File: src/hfl_pkg.sv
// Package for the hysteresis fan and light controller.
// Holds field widths, register reset values, register index codes and fan level codes.
// No dependencies.
package hfl_pkg;

  localparam int TEMP_W   = 16;
  localparam int BAND_W   = 15;
  localparam int SENSE_W  = 16;
  localparam int TICK_W   = 32;
  localparam int LEVEL_W  = 8;
  localparam int FAN_W    = 2;
  localparam int CFG_IDX_W  = 3;
  localparam int CFG_DATA_W = 32;

  localparam logic signed [TEMP_W-1:0] TEMP_ON_RESET       = 16'sd7168;
  localparam logic signed [TEMP_W-1:0] TEMP_MEDIUM_RESET   = 16'sd7680;
  localparam logic signed [TEMP_W-1:0] TEMP_CRITICAL_RESET = 16'sd8960;
  localparam logic [BAND_W-1:0]        TEMP_BAND_RESET     = 15'd512;
  localparam logic [SENSE_W-1:0]       DARK_LEVEL_RESET    = 16'd100;
  localparam logic [SENSE_W-1:0]       LIGHT_BAND_RESET    = 16'd50;
  localparam logic [SENSE_W-1:0]       SMOKE_LIMIT_RESET   = 16'd2000;
  localparam logic [TICK_W-1:0]        BEEP_INTERVAL_RESET = 32'd10000;

  localparam int LED_FULL_LEVEL_DEFAULT = 255;
  localparam bit AUTO_FAN_ON_DEFAULT    = 1'b1;
  localparam bit AUTO_LIGHT_ON_DEFAULT  = 1'b1;

  typedef enum logic [CFG_IDX_W-1:0] {
    REG_TEMP_ON       = 3'd0,
    REG_TEMP_MEDIUM   = 3'd1,
    REG_TEMP_CRITICAL = 3'd2,
    REG_TEMP_BAND     = 3'd3,
    REG_DARK_LEVEL    = 3'd4,
    REG_LIGHT_BAND    = 3'd5,
    REG_SMOKE_LIMIT   = 3'd6,
    REG_BEEP_INTERVAL = 3'd7
  } cfg_reg_t;

  typedef enum logic [FAN_W-1:0] {
    FAN_OFF    = 2'd0,
    FAN_LOW    = 2'd1,
    FAN_MEDIUM = 2'd2,
    FAN_HIGH   = 2'd3
  } fan_level_t;

  // Result item as held in the output register.
  typedef struct packed {
    logic [FAN_W-1:0]   fan_level;
    logic               fan_run;
    logic               led_run;
    logic [LEVEL_W-1:0] led_level;
    logic               beep;
    logic               alarm;
    logic               curtain_move;
    logic               curtain_position;
  } result_t;

endpackage

File: src/hysteresis_fan_light_controller.sv
// Hysteresis fan and light controller with smoke alarm, top level.
// Each result passes through the input register and then the result register.
// Throughput: one item per cycle while results drain; the state latches update as an item
// enters the result register, so the next item in the input register already sees them.
// Reset (rst, synchronous, active high): latches, beep tick and curtain clear, registers
// take their reset values, both pipeline stages empty.
module hysteresis_fan_light_controller #(
  parameter int LED_FULL_LEVEL = hfl_pkg::LED_FULL_LEVEL_DEFAULT,
  parameter bit AUTO_FAN_ON    = hfl_pkg::AUTO_FAN_ON_DEFAULT,
  parameter bit AUTO_LIGHT_ON  = hfl_pkg::AUTO_LIGHT_ON_DEFAULT
) (
  input  logic                                clk,
  input  logic                                rst,
  // configuration write port
  input  logic                                cfg_write_enable,
  input  logic [hfl_pkg::CFG_IDX_W-1:0]       cfg_index,
  input  logic [hfl_pkg::CFG_DATA_W-1:0]      cfg_data,
  // input item channel
  input  logic                                in_valid,
  output logic                                in_ready,
  input  logic                                kind,
  input  logic signed [hfl_pkg::TEMP_W-1:0]   temperature,
  input  logic [hfl_pkg::SENSE_W-1:0]         light,
  input  logic [hfl_pkg::SENSE_W-1:0]         smoke,
  input  logic [hfl_pkg::TICK_W-1:0]          now_tick,
  input  logic                                auto_mode,
  input  logic [hfl_pkg::FAN_W-1:0]           user_fan_level,
  input  logic                                user_fan_on,
  input  logic                                user_led_on,
  input  logic [hfl_pkg::LEVEL_W-1:0]         user_led_level,
  input  logic                                curtain_request,
  // result item channel
  output logic                                out_valid,
  input  logic                                out_ready,
  output logic [hfl_pkg::FAN_W-1:0]           fan_level,
  output logic                                fan_run,
  output logic                                led_run,
  output logic [hfl_pkg::LEVEL_W-1:0]         led_level,
  output logic                                beep,
  output logic                                alarm,
  output logic                                curtain_move,
  output logic                                curtain_position
);

  import hfl_pkg::*;

  localparam logic [LEVEL_W-1:0] LED_FULL = LEVEL_W'(LED_FULL_LEVEL);

  // ---------------------------------------------------------------------------
  // Configuration registers
  // ---------------------------------------------------------------------------
  logic signed [TEMP_W-1:0] temp_on_level;
  logic signed [TEMP_W-1:0] temp_medium_level;
  logic signed [TEMP_W-1:0] temp_critical_level;
  logic [BAND_W-1:0]        temp_band;
  logic [SENSE_W-1:0]       dark_level;
  logic [SENSE_W-1:0]       light_band;
  logic [SENSE_W-1:0]       smoke_limit;
  logic [TICK_W-1:0]        beep_interval;

  always_ff @(posedge clk) begin
    if (rst) begin
      temp_on_level       <= TEMP_ON_RESET;
      temp_medium_level   <= TEMP_MEDIUM_RESET;
      temp_critical_level <= TEMP_CRITICAL_RESET;
      temp_band           <= TEMP_BAND_RESET;
      dark_level          <= DARK_LEVEL_RESET;
      light_band          <= LIGHT_BAND_RESET;
      smoke_limit         <= SMOKE_LIMIT_RESET;
      beep_interval       <= BEEP_INTERVAL_RESET;
    end else if (cfg_write_enable) begin
      case (cfg_reg_t'(cfg_index))
        REG_TEMP_ON:       temp_on_level       <= signed'(cfg_data[TEMP_W-1:0]);
        REG_TEMP_MEDIUM:   temp_medium_level   <= signed'(cfg_data[TEMP_W-1:0]);
        REG_TEMP_CRITICAL: temp_critical_level <= signed'(cfg_data[TEMP_W-1:0]);
        REG_TEMP_BAND:     temp_band           <= cfg_data[BAND_W-1:0];
        REG_DARK_LEVEL:    dark_level          <= cfg_data[SENSE_W-1:0];
        REG_LIGHT_BAND:    light_band          <= cfg_data[SENSE_W-1:0];
        REG_SMOKE_LIMIT:   smoke_limit         <= cfg_data[SENSE_W-1:0];
        REG_BEEP_INTERVAL: beep_interval       <= cfg_data[TICK_W-1:0];
        default: ;
      endcase
    end
  end

  // ---------------------------------------------------------------------------
  // Handshake: input register (s1) feeds the result register.
  // s1 advances whenever the result register is empty or being drained; a result
  // that waits holds s1, and once s1 is full the input stalls too.
  // ---------------------------------------------------------------------------
  logic s1_valid;
  logic s1_advance;

  assign s1_advance = s1_valid && (!out_valid || out_ready);
  assign in_ready   = !s1_valid || s1_advance;

  always_ff @(posedge clk) begin
    if (rst) begin
      s1_valid <= 1'b0;
    end else if (in_ready) begin
      s1_valid <= in_valid;
    end
  end

  always_ff @(posedge clk) begin
    if (rst) begin
      out_valid <= 1'b0;
    end else if (s1_advance) begin
      out_valid <= 1'b1;
    end else if (out_ready) begin
      out_valid <= 1'b0;
    end
  end

  // Input payload register, no reset needed.
  logic                     s1_kind;
  logic signed [TEMP_W-1:0] s1_temperature;
  logic [SENSE_W-1:0]       s1_light;
  logic [SENSE_W-1:0]       s1_smoke;
  logic [TICK_W-1:0]        s1_now_tick;
  logic                     s1_auto_mode;
  logic [FAN_W-1:0]         s1_user_fan_level;
  logic                     s1_user_fan_on;
  logic                     s1_user_led_on;
  logic [LEVEL_W-1:0]       s1_user_led_level;
  logic                     s1_curtain_request;

  always_ff @(posedge clk) begin
    if (in_valid && in_ready) begin
      s1_kind            <= kind;
      s1_temperature     <= temperature;
      s1_light           <= light;
      s1_smoke           <= smoke;
      s1_now_tick        <= now_tick;
      s1_auto_mode       <= auto_mode;
      s1_user_fan_level  <= user_fan_level;
      s1_user_fan_on     <= user_fan_on;
      s1_user_led_on     <= user_led_on;
      s1_user_led_level  <= user_led_level;
      s1_curtain_request <= curtain_request;
    end
  end

  // ---------------------------------------------------------------------------
  // Control state
  // ---------------------------------------------------------------------------
  logic              fan_latched,   fan_latched_next;
  logic              led_latched,   led_latched_next;
  logic              alarm_latched, alarm_latched_next;
  logic [TICK_W-1:0] last_beep_tick, last_beep_tick_next;
  logic              last_curtain,  last_curtain_next;

  // Thresholds formed wider than their operands so they never wrap.
  logic signed [TEMP_W+1:0] temp_off_level;
  logic signed [TEMP_W+1:0] temp_wide;
  logic [SENSE_W:0]         light_off_level;
  logic [TICK_W-1:0]        tick_gap;
  logic                     smoke_hit;

  assign temp_off_level  = (TEMP_W+2)'(temp_on_level) - signed'({3'b000, temp_band});
  assign temp_wide       = (TEMP_W+2)'(s1_temperature);
  assign light_off_level = {1'b0, dark_level} + {1'b0, light_band};
  assign tick_gap        = s1_now_tick - last_beep_tick;  // modulo 2^32 by width
  assign smoke_hit       = s1_smoke > smoke_limit;

  result_t res_next;
  result_t res;

  always_comb begin
    fan_latched_next    = fan_latched;
    led_latched_next    = led_latched;
    alarm_latched_next  = alarm_latched;
    last_beep_tick_next = last_beep_tick;
    last_curtain_next   = last_curtain;

    res_next.fan_level        = s1_user_fan_level;
    res_next.fan_run          = s1_user_fan_on;
    res_next.led_run          = s1_user_led_on;
    res_next.led_level        = s1_user_led_level;
    res_next.beep             = 1'b0;
    res_next.alarm            = 1'b0;
    res_next.curtain_move     = 1'b0;
    res_next.curtain_position = 1'b0;

    if (s1_kind) begin
      // set mode: in auto mode, resync hysteresis latches from the user flags
      if (s1_auto_mode) begin
        fan_latched_next = s1_user_fan_on;
        led_latched_next = s1_user_led_on;
      end
    end else begin
      if (smoke_hit) begin
        if (!alarm_latched) begin
          alarm_latched_next = 1'b1;
          res_next.beep      = 1'b1;
        end else if (tick_gap >= beep_interval) begin
          res_next.beep = 1'b1;
        end
        if (res_next.beep) begin
          last_beep_tick_next = s1_now_tick;
        end
        res_next.fan_level = FAN_HIGH;
        res_next.fan_run   = 1'b1;
        fan_latched_next   = 1'b1;
      end else begin
        alarm_latched_next = 1'b0;
        if (s1_auto_mode && AUTO_FAN_ON) begin
          if (fan_latched) begin
            if (temp_wide < temp_off_level) begin
              res_next.fan_level = FAN_OFF;
              res_next.fan_run   = 1'b0;
              fan_latched_next   = 1'b0;
            end else if (s1_temperature > temp_critical_level) begin
              res_next.fan_level = FAN_HIGH;
              res_next.fan_run   = 1'b1;
            end else if (s1_temperature > temp_medium_level) begin
              res_next.fan_level = FAN_MEDIUM;
              res_next.fan_run   = 1'b1;
            end else begin
              res_next.fan_level = FAN_LOW;
              res_next.fan_run   = 1'b1;
            end
          end else begin
            if (s1_temperature > temp_critical_level) begin
              res_next.fan_level = FAN_HIGH;
              res_next.fan_run   = 1'b1;
              fan_latched_next   = 1'b1;
            end else if (s1_temperature > temp_medium_level) begin
              res_next.fan_level = FAN_MEDIUM;
              res_next.fan_run   = 1'b1;
              fan_latched_next   = 1'b1;
            end else if (s1_temperature > temp_on_level) begin
              res_next.fan_level = FAN_LOW;
              res_next.fan_run   = 1'b1;
              fan_latched_next   = 1'b1;
            end else begin
              res_next.fan_level = FAN_OFF;
              res_next.fan_run   = 1'b0;
            end
          end
        end
      end

      // light hysteresis runs whether or not the alarm is active
      if (s1_auto_mode && AUTO_LIGHT_ON) begin
        if (led_latched) begin
          if ({1'b0, s1_light} > light_off_level) begin
            res_next.led_run   = 1'b0;
            res_next.led_level = '0;
            led_latched_next   = 1'b0;
          end
        end else if (s1_light < dark_level) begin
          res_next.led_run   = 1'b1;
          res_next.led_level = LED_FULL;
          led_latched_next   = 1'b1;
        end
      end

      if (s1_curtain_request != last_curtain) begin
        res_next.curtain_move = 1'b1;
        last_curtain_next     = s1_curtain_request;
      end
    end

    if (!res_next.led_run) begin
      res_next.led_level = '0;
    end
    res_next.alarm            = alarm_latched_next;
    res_next.curtain_position = last_curtain_next;
  end

  always_ff @(posedge clk) begin
    if (rst) begin
      fan_latched    <= 1'b0;
      led_latched    <= 1'b0;
      alarm_latched  <= 1'b0;
      last_beep_tick <= '0;
      last_curtain   <= 1'b0;
    end else if (s1_advance) begin
      fan_latched    <= fan_latched_next;
      led_latched    <= led_latched_next;
      alarm_latched  <= alarm_latched_next;
      last_beep_tick <= last_beep_tick_next;
      last_curtain   <= last_curtain_next;
    end
  end

  // Result register payload
  always_ff @(posedge clk) begin
    if (s1_advance) begin
      res <= res_next;
    end
  end

  assign fan_level        = res.fan_level;
  assign fan_run          = res.fan_run;
  assign led_run          = res.led_run;
  assign led_level        = res.led_level;
  assign beep             = res.beep;
  assign alarm            = res.alarm;
  assign curtain_move     = res.curtain_move;
  assign curtain_position = res.curtain_position;

endmodule

File: config.mk
export PLATFORM = sky130hd
export DESIGN_NAME = hysteresis_fan_light_controller
export DESIGN_NICKNAME = d
export VERILOG_FILES = /design/src/hfl_pkg.sv /design/src/hysteresis_fan_light_controller.sv
export SDC_FILE = /design/constraint.sdc
export NUM_CORES = 1
export LEC_CHECK = 0
export BUFFER_PORTS_ARGS = -buffer_cell sky130_fd_sc_hd__buf_2
export CAP_MARGIN = 20
export CORE_MARGIN = 8
export CORE_UTILIZATION = 47
export CTS_BUF_LIST = sky130_fd_sc_hd__clkbuf_8
export DETAILED_ROUTE_END_ITERATION = 10
export PLACE_DENSITY = 0.75
export SLEW_MARGIN = 20
export SYNTH_ARGS = -nofsm -noshare
export SYNTH_HDL_FRONTEND = slang
export SYNTH_SLANG_ARGS = --single-unit
export TNS_END_PERCENT = 30
File: constraint.sdc
create_clock -name clk -period 5.7 [get_ports clk]
set_input_delay 0.285 -clock clk [delete_from_list [all_inputs] [get_ports clk]]
set_output_delay 0.285 -clock clk [all_outputs]
set_load 0.02 [all_outputs]
==> summary.txt <==
outcome -> finished, final reports clean
routability congestion estimate -> 0.871
final cell count without fillers -> 2620
Std-Cell Rows -> 69
sequential fraction of the synthesis area -> 41.8%
CTS buffer count -> 49
worst hold slack -> 58.3 ps
top cell family by delay on the critical path -> simple AND/OR/NAND/NOR gates
clock-pin transition on the worst setup and hold timing paths -> 60 ps
largest net degree at the start of global routing -> 112
Design Area, Final -> 20000 um^2
area of the mapped netlist -> 16700 um^2
pre-CTS setup slack -> 663 ps
via count -> 14000
Final Util -> 56.9%
maximum clock path buffer count -> 3
DP Area -> 17900 um^2
max_cap viols -> 0
final WL -> 44700 um
CP Cell Sequence -> inv_1 > ha_1 > inv_1 > fa_1 > a211oi_1 > o31ai_1 > nor4b_4 > nor3_2 > o21ai_1 > a31oi_2 > nor2_2 > or4_1 > o311ai_1 > ha_1 > nand4_1 > nor2_1 > nor4b_1 > o41ai_1 > a31oi_4 > buf_4 > mux2i_1 > nor2_1
Multi-input gate area -> 8740 um^2
DR pass1 iterations -> 5
vias in the first global route -> 14100
total placed cells including tap cells -> 2402
Post-CTS Resized -> 0
Core Box Area -> 35200 um^2
Crit Path Class -> reg -> reg
CTS HTree Levels -> 2
Critical-path top delay cell -> or4_1
maximum clock rate -> 0.199 GHz
filler instances -> 3108
Syn Inst Count -> 1841
register area -> 6960 um^2
Post-synth ARST share -> 0%
Fin. Hold Viols -> 0
Starting Density -> 47.3%
CP Max Fanout -> 18
Avg WL per Cell -> 17.1 um
max_slew headroom -> 38.0%
GRT Resource Usage Total -> 21.2%
input/output buffers -> 152
aggregate global routing overflow -> 0
vias per inst -> 5.34
dominant synthesized flop cell -> dfxtp_1
chip width -> 204 um
Area contributors post-synth -> dfxtp_1 22%, edfxtp_1 20%, ha_1 15%
Synth top area share -> 21.8%
worst min-delay path class -> in -> reg
TritonCTS clock tree -> yes
max incr delay on CP -> 530 ps
die area -> 41700 um^2
reg2reg path depth -> 22
residual DRC count -> 0
hold depth -> 3
fin crit share -> 88.3%
DRT iter0 DRCs -> 686
Period minus WS final -> 5030 ps
CP Data Arrival Time -> 5500 ps
initial antenna violation count -> 8
CTS Hold Buffers Added -> 118
fin. max-slew vios -> 0
Post-synth EDFFs -> 111
CP Launch Type -> flop
stages on the worst setup path -> 22
share of cells above drive strength 1 -> 11.9%
CP endpoint kind -> flop
Power Density -> 251 nW/um^2
total power -> 5.03 mW
# Post-CTS Setup Buffers -> 0
Die Height -> 204 um
register bit total from synthesis -> 292
Synth warnings -> 0
Max rail drop VDD -> 0.210 mV
Leak -> 8.21 nW
Req. time, crit path -> 6170 ps
skew final -> 21.1 ps
syn_nets -> 2184
Fin Setup TNS -> 0 ps
dpl hpwl -> 31600 um
Worst Tran Pin Value -> 923 ps
global-route wire length before repair -> 71400 um
worst skew pair latency -> 620 ps
largest area contributor in the netlist -> dfxtp_1
remaining antenna violation count -> 0
CP Buf/Inv Count -> 3
Yosys cell types -> 73
Final setup viols -> 0
TritonCTS Sinks -> 292
Total Nets Final -> 2453
RSZ-0062 raised after global routing -> no
synth-to-layout area growth -> 20.4%
worst setup margin -> 669 ps
Root Driver -> clkbuf_8
Top-Level Pins -> 153
syn avg cell area -> 9.05 um^2
final timing paths:
path	from	endpoint	slack, ps
setup / recovery	s1_now_tick[0]$_DFFE_PP_	last_beep_tick[26]$_SDFFE_PP0P_	670
hold / removal	cfg_data[15]	temp_critical_level[15]$_SDFFE_PP0P_	60
setup reg to reg	s1_now_tick[0]$_DFFE_PP_	last_beep_tick[26]$_SDFFE_PP0P_	670
hold reg to reg	beep_interval[7]$_SDFFE_PP0P_	beep_interval[7]$_SDFFE_PP0P_	460
cells in the final DEF, fill, tap and decap left out, types with 53 or more instances in the layout:
| cell | n |
|---|---|
| a21oi_1 | 195 |
| buf_2 | 151 |
| clkbuf_8 | 53 |
| dfxtp_1 | 181 |
| dlygate4sd3_1 | 118 |
| edfxtp_1 | 111 |
| ha_1 | 205 |
| inv_1 | 208 |
| nand2_1 | 298 |
| nor2_1 | 121 |
logic make-up after synthesis:
group | synth area share, %
mux | 2.05
flops | 41.8
fa+ha+maj | 15.8
simple gates | 16.0
xor+xnor | 2.63
buf+inv | 5.91
compound gates | 15.9
synth_stat cells, types with 7 or more instances:
| cell type | number |
|---|---|
| nand2_1 | 298 |
| ha_1 | 205 |
| a21oi_1 | 195 |
| inv_1 | 190 |
| dfxtp_1 | 181 |
| nor2_1 | 122 |
| edfxtp_1 | 111 |
| clkbuf_1 | 48 |
| a21o_1 | 47 |
| o21ai_0 | 46 |
| mux2i_1 | 33 |
| xnor2_1 | 30 |
| nor2b_1 | 29 |
| a211o_1 | 24 |
| nand2b_1 | 22 |
| nand3_1 | 22 |
| nand4_1 | 22 |
| o21a_1 | 21 |
| xor2_1 | 20 |
| nor3_1 | 16 |
| clkbuf_2 | 15 |
| and4_1 | 12 |
| nand3b_1 | 12 |
| a31oi_1 | 8 |
| and3_1 | 8 |
| o211ai_1 | 7 |
report_power, final:
group / total (mW) / internal, mW / switching (mW)
clock network: 1.89 / 1.00 / 0.895
logic: 0.824 / 0.372 / 0.451
registers: 2.31 / 2.25 / 0.0561
metal layers:
layer / track usage [%] / vias to the layer above / part of all wire [%]
li1: - / 6938 / -
met1: 25.6 / 6588 / 42
met2: 36.6 / 362 / 49
met3: 3.14 / 113 / 4.8
met4: 9.80 / 0 / 3.9
met5: 0 / - / 0
layout make-up:
type                    instances  area share, %
flip-flops and latches        292           34.7
inverters                     190           3.56
repair buffers                284           10.2
clock inverters                38           1.24
multi-input cells            1293           43.6
diodes                          9          0.112
clock buffers                  53           3.64
well taps                     461           2.88
flip-flops by register name, summed over array words and instances (netlist names), 2 cells and up:
name,count
s1_temperature,16
dark_level,16
temp_band,15
s1_smoke,16
temp_on_level,16
led_level,8
s1_user_fan_level,2
light_band,16
s1_now_tick,32
temp_critical_level,16
beep_interval,32
s1_user_led_level,8
fan_level,2
smoke_limit,16
s1_light,16
last_beep_tick,32
temp_medium_level,16
worst min-delay path: cells and delay by family:
family	cells	cell delay [ps]
buffers and inverters	1	200
AOI/OAI and AO/OA	1	50
and+or+nand+nor	1	90
Note: power is estimated with default switching activity, not from simulation.
